<file path="config.mk">
export PLATFORM = sky130hd
export DESIGN_NAME = pcc_loader
export DESIGN_NICKNAME = d
export VERILOG_FILES = /design/src/pcc_pkg.sv /design/src/pcc_loader.sv
export SDC_FILE = /design/constraint.sdc
export NUM_CORES = 1
export LEC_CHECK = 0
export ABC_CLOCK_PERIOD_IN_PS = 5700
export BUFFER_PORTS_ARGS = -buffer_cell sky130_fd_sc_hd__clkbuf_2
export CORE_MARGIN = 8
export CORE_UTILIZATION = 50
export DETAILED_ROUTE_END_ITERATION = 6
export PLACE_DENSITY = 0.9
export SLEW_MARGIN = 5
export SYNTH_ARGS = -nofsm -noshare
export SYNTH_HDL_FRONTEND = slang
export SYNTH_SLANG_ARGS = --single-unit
</file>
<file path="constraint.sdc">
create_clock -name clk -period 5.7 [get_ports clk]
set_input_delay 0.57 -clock clk [delete_from_list [all_inputs] [get_ports clk]]
set_output_delay 0.57 -clock clk [all_outputs]
set_load 0.02 [all_outputs]
</file>
<file path="src/pcc_pkg.sv">
// Package for the permutation cycle counter.
// Holds sizes, the link memory entry and request types and the walker states.
// No dependencies.
package pcc_pkg;

    localparam int MAX_N = 1024;
    localparam int IDX_W = $clog2(MAX_N);
    localparam int LEN_W = $clog2(MAX_N + 1);
    localparam int VAL_W = 11;
    localparam int CNT_W = 11;

    typedef struct packed {
        logic             seen;
        logic [IDX_W-1:0] link;
    } entry_t;

    typedef struct packed {
        logic             we;
        logic [IDX_W-1:0] waddr;
        entry_t           wdata;
        logic             re;
        logic [IDX_W-1:0] raddr;
    } mem_req_t;

    typedef enum logic [2:0] {
        ST_IDLE,
        ST_CHECK,
        ST_SCAN,
        ST_WALK,
        ST_FIN
    } walk_state_t;

endpackage

</file>
<file path="src/pcc_loader.sv">
// Loader: stores entries, up to MAX_N, as links with a cleared visited bit,
// and tracks the set length and the largest entry. Depends on pcc_pkg.
module pcc_loader
    import pcc_pkg::*;
(
    input  logic             clk,
    input  logic             rst_n,
    input  logic             beat_en,
    input  logic [VAL_W-1:0] entry_value,
    input  logic             clear,
    output logic [LEN_W-1:0] len,
    output logic [VAL_W-1:0] max_val,
    output mem_req_t         req
);

    logic [LEN_W-1:0] len_reg, len_next;
    logic [VAL_W-1:0] max_reg, max_next;
    logic [VAL_W-1:0] eff;
    logic [VAL_W-1:0] dec;
    logic             room;

    always_comb
    begin
        eff  = (entry_value == '0) ? '1 : entry_value;
        dec  = entry_value - VAL_W'(1);
        room = (len_reg < LEN_W'(MAX_N));

        len_next = len_reg;
        max_next = max_reg;
        if (clear)
        begin
            len_next = '0;
            max_next = '0;
        end
        else if (beat_en)
        begin
            if (eff > max_reg)
            begin
                max_next = eff;
            end
            if (room)
            begin
                len_next = len_reg + LEN_W'(1);
            end
        end

        req            = '0;
        req.we         = beat_en && room;
        req.waddr      = len_reg[IDX_W-1:0];
        req.wdata.seen = 1'b0;
        req.wdata.link = dec[IDX_W-1:0];
    end

    always_ff @(posedge clk or negedge rst_n)
    begin
        if (!rst_n)
        begin
            len_reg <= '0;
            max_reg <= '0;
        end
        else
        begin
            len_reg <= len_next;
            max_reg <= max_next;
        end
    end

    assign len     = len_reg;
    assign max_val = max_reg;

endmodule

</file>
==> flow_summary.json <==
{
  "synthToLayoutAreaGrowth_pct": 13.06,
  "synth_ff_type": "dfrtp_1",
  "cts_hold_buf": 0,
  "vdd_ir_drop_max_mv": 0.08796,
  "avgSynthCellArea_um2": 8.993,
  "globalplace.congestion": 0.7769,
  "pwr_density_cell_nw_per_um2": 198.8,
  "fin_setup_tns_ns": 0,
  "drt-pass1-iter-count": 4,
  "drive_gt1_share_pct": 32.37,
  "final_antenna_net_count": 0,
  "ys_ff_latch": 22,
  "hpwl_um": 3122,
  "min_period_ns": 3.269,
  "met1_length_um": 1652,
  "clock_skew_ns": 0.01087,
  "clk_path_buf_depth": 2,
  "grt_pass1_wl_um": 5996,
  "netlist_area_um2": 1772,
  "synth.top_cell.area_share_pct": 31.07,
  "slew_headroom_pct": 49.09,
  "drtIter0Drc": 36,
  "routed_wl_um": 3680,
  "die_y_um": 75.53,
  "clk_pin_slew_ns": 0.12,
  "htree_levels": 1,
  "worstPathArrival_ns": 3.47,
  "worstPathMaxFanout": 11,
  "yosysWarnings": 0,
  "slew_violations": 0,
  "grt_usage_pct": 13.04,
  "viasPerCell": 4.871,
  "fin_crit_sh_pct": 57.35,
  "critPathKind": "in -> reg",
  "grt_max_degree": 34,
  "tightest_slew_ns": 0.7637,
  "fmax_ghz": 0.3059,
  "synth-seq-area-share_pct": 31.07,
  "synth.area.top_cells": "dfrtp_1 31%, ha_1 9.9%, buf_4 9.3%, nand2b_1 6.7%, mux2i_1 6.2%",
  "ys_top_cells_by_count": "22 x buf_4, 22 x dfrtp_1, 19 x nand2b_1",
  "hold_ws_ns": 0.2183,
  "clkSinkCount": 22,
  "met2_wirelength_um": 1618,
  "finalSetupViolCount": 0,
  "post-cts-setup-buffer-count": 0,
  "diodes": 0,
  "syn_inst": 197,
  "worst_setup_path_start_kind": "input pin",
  "synth-edff-count": 0,
  "synth.largest_area_cell": "dfrtp_1",
  "cap_violations": 0,
  "async_flop_share_pct": 100.0,
  "critPathRequiredTime_ns": 5.91,
  "finalHoldViolCount": 0,
  "insertion_delay_ns": 0.30,
  "nets": 271,
  "fill_cells": 320,
  "antenna_found_initial": 0,
  "rows": 21,
  "io_buffers": 57,
  "fp.dieW_um": 75.53,
  "die_area_um2": 5704,
  "cts_tree": "built",
  "grt_pass1_vias": 1390,
  "num_vias": 1398,
  "synth_cell_type_count": 39,
  "fp.coreArea_um2": 3363,
  "route.met3.wl_um": 397,
  "top_layer": "met4",
  "routedWlPerCell_um": 12.82,
  "end_kind": "flip-flop",
  "post-route-drc-count": 0,
  "clock-root-buffer": "clkbuf_4",
  "numCtsBuffers": 3,
  "hold_class": "in -> async",
  "ctsResizeCount": 0,
  "ioPinCount": 70,
  "leakagePower_uw": 0.001035,
  "overflow": 0,
  "status": "finished, final reports clean",
  "initial_core_util_pct": 52.68,
  "rsz0062_at_grt": "no"
}
==> report_power, final <==
part | leakage [µW] | internal [µW] | switching (µW)
Sequential | 0.000300 | 163 | 7.25
Clock | 0.0000279 | 71.1 | 45.2
Combinational | 0.000707 | 40.7 | 70.6
Total | 0.00104 | 275 | 123
==> logic make-up after synthesis <==
family,Yosys count,synth area share [%]
XOR/XNOR,13,6.427
AND/OR/NAND/NOR,77,24.79
AO/OA/AOI/OAI,17,6.426
other,1,0.2117
adder cells (fa/ha/maj),14,9.887
multiplexers,12,6.850
buffers and inverters,41,14.34
flip-flops,22,31.07
==> routing by layer <==
metal  GRT usage (%)  vias to the layer above
li1                -                      708
met1           16.49                      635
met2           21.38                       53
met3           3.158                        2
met4           3.838                        0
met5               0                        -
==> area by class of cell <==
type / count / area, µm² / area share [%]
Multi-Input combinational cell: 145 / 1008 / 50.34
Sequential cell: 22 / 550.5 / 27.48
Timing Repair Buffer: 57 / 285.3 / 14.24
Tap cell: 46 / 57.56 / 2.873
Inverter: 13 / 48.80 / 2.436
Clock inverter: 1 / 30.03 / 1.499
Clock buffer: 3 / 22.52 / 1.124
==> cell usage in the layout (no fill, tap or decap), types with 2 or more instances in the layout <==
master,n
nand4_1,2
clkbuf_2,57
xnor2_1,3
or3_1,4
mux2i_1,11
or2_2,10
inv_1,13
dfrtp_1,22
nor2_1,14
o21ai_0,4
and3_1,2
a21oi_1,5
nand3_1,4
nor4_1,2
nand2b_1,19
clkbuf_4,3
conb_1,12
ha_1,14
nor2b_1,2
a211oi_1,2
xor2_1,10
nand2_1,10
==> worst max-delay path, stage by stage <==
cell       delay, ns
clkbuf_2        0.10
inv_1           0.08
ha_1            0.19
and4b_1         0.27
or2_2           0.32
ha_1            0.33
a21oi_1         0.09
a2111oi_2       0.37
a211oi_1        0.11
a21oi_2         0.63
mux2_2          0.40
==> through the flow <==
step / setup WS (ns) / std cells / util, % / area (µm²) / total power, µW
floorplan: 2.766 / 208 / - / 1813 / 259.1
global placement: 2.180 / 283 / 58.00 / 1951 / 282.9
detailed placement: 2.071 / 283 / 58.00 / 1951 / 286.2
CTS: 2.417 / 287 / 59.56 / 2003 / 404.2
global route: 2.276 / 287 / 59.56 / 2003 / 422.1
finish: 2.431 / 287 / 59.56 / 2003 / 398.3
==> final timing paths <==
path                                start         end  slack [ns]  cells after the start
min reg2reg                       len[10]     len[10]        0.55                      1
min in group clk                  len[10]     len[10]        0.55                      1
max                        entry_value[0]  max_val[0]        2.43                     11
max in group asynchronous           rst_n     len[10]        5.12                      1
max reg2reg                    max_val[2]  max_val[0]        3.22                      7
min                                 rst_n      len[8]        0.22                      1
Power figures use the tool's default switching activity.
