### src/pcc_pkg.sv
// Package for the permutation cycle counter.
// Holds sizes, the link memory entry and request types and the walker states.
// No dependencies.
package pcc_pkg;

    localparam int MAX_N = 1024;
    localparam int IDX_W = $clog2(MAX_N);
    localparam int LEN_W = $clog2(MAX_N + 1);
    localparam int VAL_W = 11;
    localparam int CNT_W = 11;

    typedef struct packed {
        logic             seen;
        logic [IDX_W-1:0] link;
    } entry_t;

    typedef struct packed {
        logic             we;
        logic [IDX_W-1:0] waddr;
        entry_t           wdata;
        logic             re;
        logic [IDX_W-1:0] raddr;
    } mem_req_t;

    typedef enum logic [2:0] {
        ST_IDLE,
        ST_CHECK,
        ST_SCAN,
        ST_WALK,
        ST_FIN
    } walk_state_t;

endpackage

### src/pcc_walker.sv
// Walker: checks the loaded set, then scans positions and follows links,
// marking visited entries with read-modify-write. Depends on pcc_pkg.
module pcc_walker
    import pcc_pkg::*;
(
    input  logic             clk,
    input  logic             rst_n,
    input  logic             start,
    input  logic [LEN_W-1:0] len,
    input  logic [VAL_W-1:0] max_val,
    input  entry_t           rdata,
    input  logic             out_free,
    output mem_req_t         req,
    output logic             busy,
    output logic             clear,
    output logic             res_valid,
    output logic [CNT_W-1:0] res_count,
    output logic             res_bad
);

    walk_state_t      state_reg, state_next;
    logic [LEN_W-1:0] idx_reg, idx_next;
    logic [IDX_W-1:0] cur_reg, cur_next;
    logic [CNT_W-1:0] cnt_reg, cnt_next;
    logic             bad_reg, bad_next;
    logic             fwd_reg, fwd_next;

    logic             seen;
    logic             bad_chk;
    logic [LEN_W-1:0] idx_inc;
    logic             idx_end;

    assign seen    = rdata.seen | fwd_reg;
    assign bad_chk = (max_val > VAL_W'(len));
    assign idx_inc = idx_reg + LEN_W'(1);
    assign idx_end = (idx_inc == len);

    always_comb
    begin
        state_next = state_reg;
        case (state_reg)
            ST_IDLE:
            begin
                if (start)
                begin
                    state_next = ST_CHECK;
                end
            end
            ST_CHECK:
            begin
                state_next = bad_chk ? ST_FIN : ST_SCAN;
            end
            ST_SCAN, ST_WALK:
            begin
                if (!seen)
                begin
                    state_next = ST_WALK;
                end
                else if (idx_end)
                begin
                    state_next = ST_FIN;
                end
                else
                begin
                    state_next = ST_SCAN;
                end
            end
            ST_FIN:
            begin
                if (out_free)
                begin
                    state_next = ST_IDLE;
                end
            end
            default:
            begin
                state_next = ST_IDLE;
            end
        endcase
    end

    always_comb
    begin
        req       = '0;
        busy      = 1'b1;
        clear     = 1'b0;
        res_valid = 1'b0;
        case (state_reg)
            ST_IDLE:
            begin
                busy = 1'b0;
            end
            ST_CHECK:
            begin
                req.re    = !bad_chk;
                req.raddr = '0;
            end
            ST_SCAN:
            begin
                if (!seen)
                begin
                    req.re    = 1'b1;
                    req.raddr = rdata.link;
                end
                else
                begin
                    req.re    = !idx_end;
                    req.raddr = idx_inc[IDX_W-1:0];
                end
            end
            ST_WALK:
            begin
                if (!seen)
                begin
                    req.we         = 1'b1;
                    req.waddr      = cur_reg;
                    req.wdata.seen = 1'b1;
                    req.wdata.link = rdata.link;
                    req.re         = 1'b1;
                    req.raddr      = rdata.link;
                end
                else
                begin
                    req.re    = !idx_end;
                    req.raddr = idx_inc[IDX_W-1:0];
                end
            end
            ST_FIN:
            begin
                res_valid = out_free;
                clear     = out_free;
            end
            default:
            begin
                busy = 1'b1;
            end
        endcase
    end

    always_comb
    begin
        idx_next = idx_reg;
        cnt_next = cnt_reg;
        bad_next = bad_reg;
        cur_next = req.re ? req.raddr : cur_reg;
        fwd_next = req.re && req.we && (req.raddr == req.waddr);
        case (state_reg)
            ST_CHECK:
            begin
                idx_next = '0;
                cnt_next = '0;
                bad_next = bad_chk;
            end
            ST_SCAN:
            begin
                if (seen)
                begin
                    idx_next = idx_inc;
                end
            end
            ST_WALK:
            begin
                if (seen)
                begin
                    idx_next = idx_inc;
                    cnt_next = cnt_reg + CNT_W'(1);
                end
            end
            default:
            begin
                idx_next = idx_reg;
            end
        endcase
    end

    always_ff @(posedge clk or negedge rst_n)
    begin
        if (!rst_n)
        begin
            state_reg <= ST_IDLE;
            fwd_reg   <= 1'b0;
            bad_reg   <= 1'b0;
            cnt_reg   <= '0;
        end
        else
        begin
            state_reg <= state_next;
            fwd_reg   <= fwd_next;
            bad_reg   <= bad_next;
            cnt_reg   <= cnt_next;
        end
    end

    always_ff @(posedge clk)
    begin
        idx_reg <= idx_next;
        cur_reg <= cur_next;
    end

    assign res_count = cnt_reg;
    assign res_bad   = bad_reg;

endmodule

### config.mk
export PLATFORM = sky130hd
export DESIGN_NAME = pcc_walker
export DESIGN_NICKNAME = d
export VERILOG_FILES = /design/src/pcc_pkg.sv /design/src/pcc_walker.sv
export SDC_FILE = /design/constraint.sdc
export NUM_CORES = 1
export LEC_CHECK = 0
export BUFFER_PORTS_ARGS = -buffer_cell sky130_fd_sc_hd__buf_4
export CAP_MARGIN = 30
export CORE_ASPECT_RATIO = 0.6
export CORE_MARGIN = 2
export CORE_UTILIZATION = 35
export CTS_CLUSTER_SIZE = 28
export DETAILED_ROUTE_END_ITERATION = 10
export GPL_TIMING_DRIVEN = 0
export HOLD_SLACK_MARGIN = 0.03
export PLACE_DENSITY = 0.67
export SLEW_MARGIN = 20
export SYNTH_ARGS = -nofsm -noshare
export SYNTH_HDL_FRONTEND = slang
export SYNTH_SLANG_ARGS = --single-unit
### constraint.sdc
create_clock -name clk -period 6.2 [get_ports clk]
set_input_delay 0.31 -clock clk [delete_from_list [all_inputs] [get_ports clk]]
set_output_delay 0.31 -clock clk [all_outputs]
set_load 0.05 [all_outputs]
==> impl_results.rst, run 1 <==
.. list-table::
   :header-rows: 1

   * - Metric
     - Value
   * - Run status
     - finished clean
   * - Worst-case clock skew
     - 5.42 ps
   * - Share of final-layout standard cells stronger than drive strength 1
     - 0.282
   * - Post-layout min period
     - 3410 ps
   * - Syn_area_per_cell
     - 9.15 um^2
   * - Warnings from Yosys
     - 0
   * - Length in cells of the worst reg-to-reg path
     - 8
   * - Max Fanout on Critical Path
     - 11
   * - Fin. Hold Viols
     - 0
   * - Last weighted congestion value of the routability-driven placer
     - around 0.85
   * - Die boundary width
     - around 120 um
   * - Syn Nets
     - 336
   * - Overall global routing resource usage
     - 0.184
   * - Summed area of non-filler cells in the final layout
     - between 0.003 and 0.004 mm^2
   * - Post-synthesis register bit count
     - 37
   * - Maximum clock path buffer count
     - 2
   * - Total of endpoints with negative setup slack in the final report
     - 0
   * - HPWL Detailed
     - between 5000 and 6000 um
   * - Fraction of the yosys area taken by sequential cells
     - 0.394
   * - Row count
     - 24
   * - Area of the placeable core
     - 0.00727 mm^2
   * - Effective utilization at floorplan
     - 0.360
   * - Final layout net count
     - about 430
   * - Die Area
     - 0.00821 mm^2
   * - Primary flip-flop cell chosen by synthesis mapping
     - sky130_fd_sc_hd__edfxtp_1
   * - Antenna diodes
     - 0
   * - TritonCTS clock tree
     - done
   * - Port Buffers
     - 84
   * - Clock transition at the registers of the reported paths
     - roughly 60 ps
   * - Count of flip-flops with a built-in enable after synthesis
     - 21
   * - Top routing layer used
     - met4
   * - MaxCap Viol Count
     - 0
   * - Commonest non-fill, non-tap cell in the layout
     - sky130_fd_sc_hd__buf_4
   * - Required arrival time at the worst endpoint
     - just under 6000 ps
   * - Wire length of the first global-routing pass
     - 11,600 um
   * - Maximum ir drop on the vdd rail
     - roughly 0.17 mV
   * - Worst hold path type
     - in -> reg
   * - Top achievable clock speed
     - 0.294 GHz
   * - Setup crit end kind
     - output port
   * - Critical path data arrival time
     - slightly above 3000 ps
   * - Via count of the first global-routing pass
     - 2,282
   * - Share of the clock period used by the worst path
     - 0.549
   * - Mean routed wirelength per cell
     - between 15 and 20 um
   * - Global route total overflow
     - 0
   * - Post-Syn Area
     - approximately 0.0026 mm^2
   * - Die outline height
     - 71.0 um
   * - Number of buffers created by CTS
     - 5
   * - Met2 routed wirelength
     - 3230 um
   * - Final core utilization
     - 0.492
   * - Area delta synth->final
     - 36.6%
   * - Hold Path Depth
     - 3
   * - Pre-antenna DRT Iters
     - 5
   * - Proportion of register bits with asynchronous set or reset after synthesis
     - 0.432
   * - Leakage power summed over all cells
     - roughly 1.6 nW
   * - # H-tree levels
     - 2
   * - Area after DPL
     - 0.00339 mm^2
   * - Number of nets still failing antenna checks after routing
     - 0
   * - Number of placed instances, taps included
     - roughly 480
   * - Sinks on Clock Net
     - 37
   * - Via total after detailed routing
     - approximately 2,500
   * - Routed met3 length
     - 590 um
   * - Crit Path Class
     - reg -> out
   * - Later-pin clock latency in the skew report
     - 280 ps
   * - Sort of element at the start of the critical path
     - flop
   * - Mapped Cells
     - around 290
   * - Pin count of the biggest net entering global routing
     - 17
   * - Setup Total Neg Slack
     - 0 ps
   * - Yosys cell types
     - 48
   * - Total power per unit cell area
     - 490 mW/mm^2
   * - Root buffer cell
     - sky130_fd_sc_hd__clkbuf_16
   * - Slew headroom
     - 0.476
   * - First-iteration detailed-routing DRC count
     - 190
   * - Post-CTS resize count
     - 0
   * - Sum of routed wire length over all layers
     - 7510 um
   * - Commonest non-fill, non-tap cells in the layout
     - sky130_fd_sc_hd__buf_4 (87), sky130_fd_sc_hd__nor2_1 (32), sky130_fd_sc_hd__and2_1 (21), sky130_fd_sc_hd__edfxtp_1 (21), sky130_fd_sc_hd__nand2_1 (19)
   * - Length of routed wiring on met1
     - between 3000 and 4000 um
   * - Worst slew pin tran
     - 767 ps
   * - Via density
     - 5.10
   * - Number of design rule violations left after detail routing
     - 0
   * - Setup repair after global routing missed its margin
     - no
   * - Top-Level Pins
     - 85
   * - Number of antenna violations at the first check in global routing
     - 0
   * - Final standard cell count with taps included and fillers excluded
     - 484
   * - Slew Limit Fails
     - 0
==> per-stage QoR <==
step / setup WS [ps] / hold WS (ps) / power [W]
floorplan: 3000 / 14.4 / 0.00115
global route: 2620 / 298 / 0.00185
CTS: 2820 / 282 / 0.00175
global placement: 2820 / 183 / 0.00143
finish: 2790 / 283 / 0.00175
detailed placement: 3120 / 184 / 0.00145
==> cell usage after synthesis (2+ instances only) <==
cell type / n / area share
sky130_fd_sc_hd__nand4_1: 10 / 0.024
sky130_fd_sc_hd__o211ai_1: 3 / 0.0086
sky130_fd_sc_hd__inv_1: 13 / 0.019
sky130_fd_sc_hd__xor2_1: 18 / 0.060
sky130_fd_sc_hd__nor2_1: 32 / 0.046
sky130_fd_sc_hd__a21oi_1: 11 / 0.021
sky130_fd_sc_hd__buf_2: 4 / 0.0076
sky130_fd_sc_hd__a211oi_1: 7 / 0.020
sky130_fd_sc_hd__ha_1: 13 / 0.062
sky130_fd_sc_hd__o21ai_0: 11 / 0.021
sky130_fd_sc_hd__nand2b_1: 3 / 0.0072
sky130_fd_sc_hd__and2_1: 21 / 0.050
sky130_fd_sc_hd__and4_1: 2 / 0.0067
sky130_fd_sc_hd__o2111ai_1: 2 / 0.0067
sky130_fd_sc_hd__a22o_1: 3 / 0.010
sky130_fd_sc_hd__o22ai_1: 3 / 0.0072
sky130_fd_sc_hd__buf_1: 2 / 0.0029
sky130_fd_sc_hd__edfxtp_1: 21 / 0.24
sky130_fd_sc_hd__nand3_1: 13 / 0.025
sky130_fd_sc_hd__and3_1: 5 / 0.012
sky130_fd_sc_hd__clkbuf_1: 6 / 0.0086
sky130_fd_sc_hd__or3b_2: 2 / 0.0067
sky130_fd_sc_hd__xnor2_1: 15 / 0.050
sky130_fd_sc_hd__or3_1: 2 / 0.0048
sky130_fd_sc_hd__nor3_1: 7 / 0.013
sky130_fd_sc_hd__dfrtp_1: 16 / 0.15
sky130_fd_sc_hd__nand2_1: 19 / 0.027
sky130_fd_sc_hd__buf_4: 2 / 0.0057
==> final timing paths <==
kind                                       endpoint  slack [ps]                      from
max reg2reg                    cur_reg[4]$_DFFE_PP_        3360  idx_reg[1]$_SDFFCE_PP0P_
min reg2reg                     res_bad$_DFFE_PN0P_         480       res_bad$_DFFE_PN0P_
min in group asynchronous  res_count[0]$_DFFE_PN0P_         430                     rst_n
max in group asynchronous         fwd_reg$_DFF_PN0_        5590                     rst_n
max                                         req[10]        2790  idx_reg[1]$_SDFFCE_PP0P_
min                        state_reg[0]$_DFFE_PN0P_         280                     start
==> metal layers <==
layer  up-vias  global-route usage
li1       1198                   -
met1      1168               0.283
met2        94               0.264
met3         8              0.0420
met4         0              0.0370
met5         -                   0
==> worst max-delay path, cell delays in order, from the launching register on <==
cell                        delay [ps]
sky130_fd_sc_hd__edfxtp_1          490
sky130_fd_sc_hd__ha_1              220
sky130_fd_sc_hd__buf_2             170
sky130_fd_sc_hd__xnor3_4           340
sky130_fd_sc_hd__nand4_1           120
sky130_fd_sc_hd__nor3b_1           210
sky130_fd_sc_hd__o2111ai_1         200
sky130_fd_sc_hd__nor4_2            380
sky130_fd_sc_hd__o22ai_2           370
sky130_fd_sc_hd__buf_4             300
==> repair_timing <==
action | 4_1_cts | 5_1_grt
hold buffers | 1 | 0
buffers inserted | 0 | 0
hold endpoints to repair | 16 | 0
==> cells by family after synthesis <==
family | share of synthesized area
mux | 0.00382
flops | 0.394
buf+inv | 0.0478
compound gates | 0.116
xor+xnor | 0.127
fa+ha+maj | 0.0621
simple gates | 0.250
==> where the power goes <==
group | internal (W) | switching [W] | total, W | leakage (nW)
Combinational | 0.000316 | 0.000646 | 0.000963 | 1.10
Sequential | 0.000401 | 0.0000912 | 0.000493 | 0.425
Clock | 0.000201 | 0.0000953 | 0.000296 | 0.0841
Total | 0.000919 | 0.000833 | 0.00175 | 1.61
==> final cells by class <==
cell class	instances	area, um^2
tap	104	130
buffer	15	76.3
multi-input combinational	221	1470
sequential	37	1030
inverter	13	48.8
clock inverter	1	30.0
clock buffer	7	143
timing repair buffer	86	648
fill	671	3690
Note: power is estimated with default switching activity, not from simulation.
==> run 2: changes to the inputs <==
- PLACE_DENSITY: 0.67 -> 0.69
- clock period: 6.2 -> 2.73 ns (I/O delays scaled with it)
==> impl_results.rst, run 2 (synthesis results as in run 1) <==
.. list-table::
   :header-rows: 1

   * - Metric
     - Value
   * - Port Buffers
     - 84
   * - Post-layout min period
     - approximately 2700 ps
   * - First-iteration detailed-routing DRC count
     - 129
   * - Worst hold path startpoint
     - start
   * - Routing layer with the top usage in global route
     - met1
   * - Fin. Hold Viols
     - 0
   * - HPWL Detailed
     - ~5800 um
   * - Die Area
     - 0.00821 mm^2
   * - Number of buffers created by CTS
     - 5
   * - Required arrival time at the worst endpoint
     - 2940 ps
   * - Met2 layer usage reported by global route
     - 0.244
   * - Origin of the critical flop-to-flop path
     - state_reg[1]$_DFFE_PN0P_
   * - Setup repair after global routing missed its margin
     - no
   * - Die outline height
     - 71.0 um
   * - Global-route met1 utilization
     - 0.269
   * - Critical path data arrival time
     - between 2000 and 3000 ps
   * - Launch point of the critical path
     - state_reg[1]$_DFFE_PN0P_
   * - Wire length of the first global-routing pass
     - between 10,000 and 15,000 um
   * - Sinks on Clock Net
     - 37
   * - Total power per unit cell area
     - 1090 mW/mm^2
   * - Antenna diodes
     - 0
   * - Number of antenna violations at the first check in global routing
     - 0
   * - Hold Path Depth
     - 3
   * - Worst-case clock skew
     - between 5 and 6 ps
   * - Commonest non-fill, non-tap cell in the layout
     - sky130_fd_sc_hd__buf_4
   * - Share of final-layout standard cells stronger than drive strength 1
     - 0.296
   * - Pre-antenna DRT Iters
     - 5
   * - R2r endpoint
     - fwd_reg$_DFF_PN0_
   * - Setup crit end kind
     - flop
   * - Root buffer cell
     - sky130_fd_sc_hd__clkbuf_16
   * - Clock transition at the registers of the reported paths
     - ~60 ps
   * - Maximum clock path buffer count
     - 2
   * - Met3 track demand over resource in global routing
     - 0.0428
   * - Later-pin clock latency in the skew report
     - approximately 270 ps
   * - Top achievable clock speed
     - roughly 0.37 GHz
   * - Sum of routed wire length over all layers
     - around 7200 um
   * - Maximum ir drop on the vdd rail
     - 0.600 mV
   * - Slew Limit Fails
     - 0
   * - Max Fanout on Critical Path
     - 9
   * - # H-tree levels
     - 2
   * - Worst hold path type
     - in -> reg
   * - Number of design rule violations left after detail routing
     - 0
   * - Final core utilization
     - 0.495
   * - Share of the clock period used by the worst path
     - 0.981
   * - Row count
     - 24
   * - Slew headroom
     - 0.464
   * - Worst-case register-to-register setup slack
     - around 52 ps
   * - Total of endpoints with negative setup slack in the final report
     - 0
   * - Run status
     - finished clean
   * - Overall global routing resource usage
     - 0.173
   * - Terminating pin of the worst hold path
     - state_reg[0]$_DFFE_PN0P_
   * - Via count of the first global-routing pass
     - approximately 2,200
   * - TritonCTS clock tree
     - done
   * - Leakage power summed over all cells
     - approximately 1.6 nW
   * - Length in cells of the worst reg-to-reg path
     - 7
   * - Worst slew pin tran
     - about 780 ps
   * - Last weighted congestion value of the routability-driven placer
     - roughly 0.84
   * - Pin count of the biggest net entering global routing
     - 17
   * - Global route total overflow
     - 0
   * - MaxCap Viol Count
     - 0
   * - Via total after detailed routing
     - ~2,500
   * - Crit Path Class
     - reg -> reg
   * - Area delta synth->final
     - 37.4%
   * - Via density
     - approximately 5.0
   * - Area of the placeable core
     - between 0.007 and 0.008 mm^2
   * - Number of nets still failing antenna checks after routing
     - 0
   * - Total Power Consumption
     - 0.00391 W
   * - Final layout net count
     - roughly 430
   * - Mean routed wirelength per cell
     - 14.8 um
   * - Commonest non-fill, non-tap cells in the layout
     - sky130_fd_sc_hd__buf_4 (89), sky130_fd_sc_hd__nor2_1 (32), sky130_fd_sc_hd__and2_1 (21), sky130_fd_sc_hd__edfxtp_1 (21), sky130_fd_sc_hd__nand2_1 (19)
   * - Effective utilization at floorplan
     - 0.360
   * - Sort of element at the start of the critical path
     - flop
   * - Top-Level Pins
     - 85
   * - Die boundary width
     - 116 um
## run 2: changes by cell type in the layout (fill, tap and decap cells not counted), sizes merged
cell,before,now
clkbuf,13,12
buf,94,96
clkinv,0,2
bufinv,1,0
## run 2: area by class of cell
type	count	area [um^2]
Buffer	14	72.6
Clock inverter	2	10.0
Fill cell	673	3670
Tap cell	104	130
Inverter	13	48.8
Sequential cell	37	1030
Timing Repair Buffer	89	674
Clock buffer	6	129
Multi-Input combinational cell	221	1500
## run 2: how the worst max path moves through the flow
stage                                      end  slack (ps)  cells past startpoint
after detailed placement               req[10]        -120                      9
after global routing                   req[29]          20                      6
after global placement                 req[10]         -90                      9
after floorplan           cur_reg[2]$_DFFE_PP_        -140                      6
final                        fwd_reg$_DFF_PN0_          50                      7
after CTS                              req[10]           6                      9
## run 2: critical path, stage by stage, from the launching register on
cell and delay [ps]:
sky130_fd_sc_hd__dfrtp_1 320, sky130_fd_sc_hd__buf_2 170, sky130_fd_sc_hd__nor2b_1 530, sky130_fd_sc_hd__o21ai_0 180, sky130_fd_sc_hd__a21oi_1 320, sky130_fd_sc_hd__xor2_1 120, sky130_fd_sc_hd__a2111oi_0 640, sky130_fd_sc_hd__and4_1 330
## run 2: report_power, final
group | internal, W | switching (W) | leakage, nW
Clock | 0.000335 | 0.000215 | 0.0706
Sequential | 0.000910 | 0.000203 | 0.425
Combinational | 0.000760 | 0.00149 | 1.12
Total | 0.00201 | 0.00191 | 1.62
## run 2: layer usage
| metal | wire length, um | part of all wire |
|---|---|---|
| met1 | 3560 | 0.50 |
| met2 | 3030 | 0.42 |
| met3 | 579 | 0.080 |
| met4 | 27 | 0.0038 |
| met5 | 0 | 0 |
## run 2: what timing repair did
| action | CTS | global route |
|---|---|---|
| buffers inserted | 3 | 0 |
| endpoints found under the hold margin | 16 | 0 |
| pin swaps | 3 | 1 |
| cloned | 0 | 0 |
| resized for setup | 5 | 0 |
| hold buffers | 1 | 0 |
| setup endpoints to repair | 11 | 2 |
## run 2: per-stage QoR
step | setup WS [ps] | setup TNS [ps] | instances | area (um^2) | hold slack (ps)
after floorplan | -137 | -450 | 286 | 2630 | -159
after global placement | -85.1 | -85.1 | 474 | 3390 | 8.89
after detailed placement | -119 | -325 | 475 | 3400 | 12.5
after CTS | 6.14 | 0 | 487 | 3600 | 120
after global routing | 16.3 | 0 | 486 | 3600 | 135
final | 51.9 | 0 | 486 | 3600 | 121
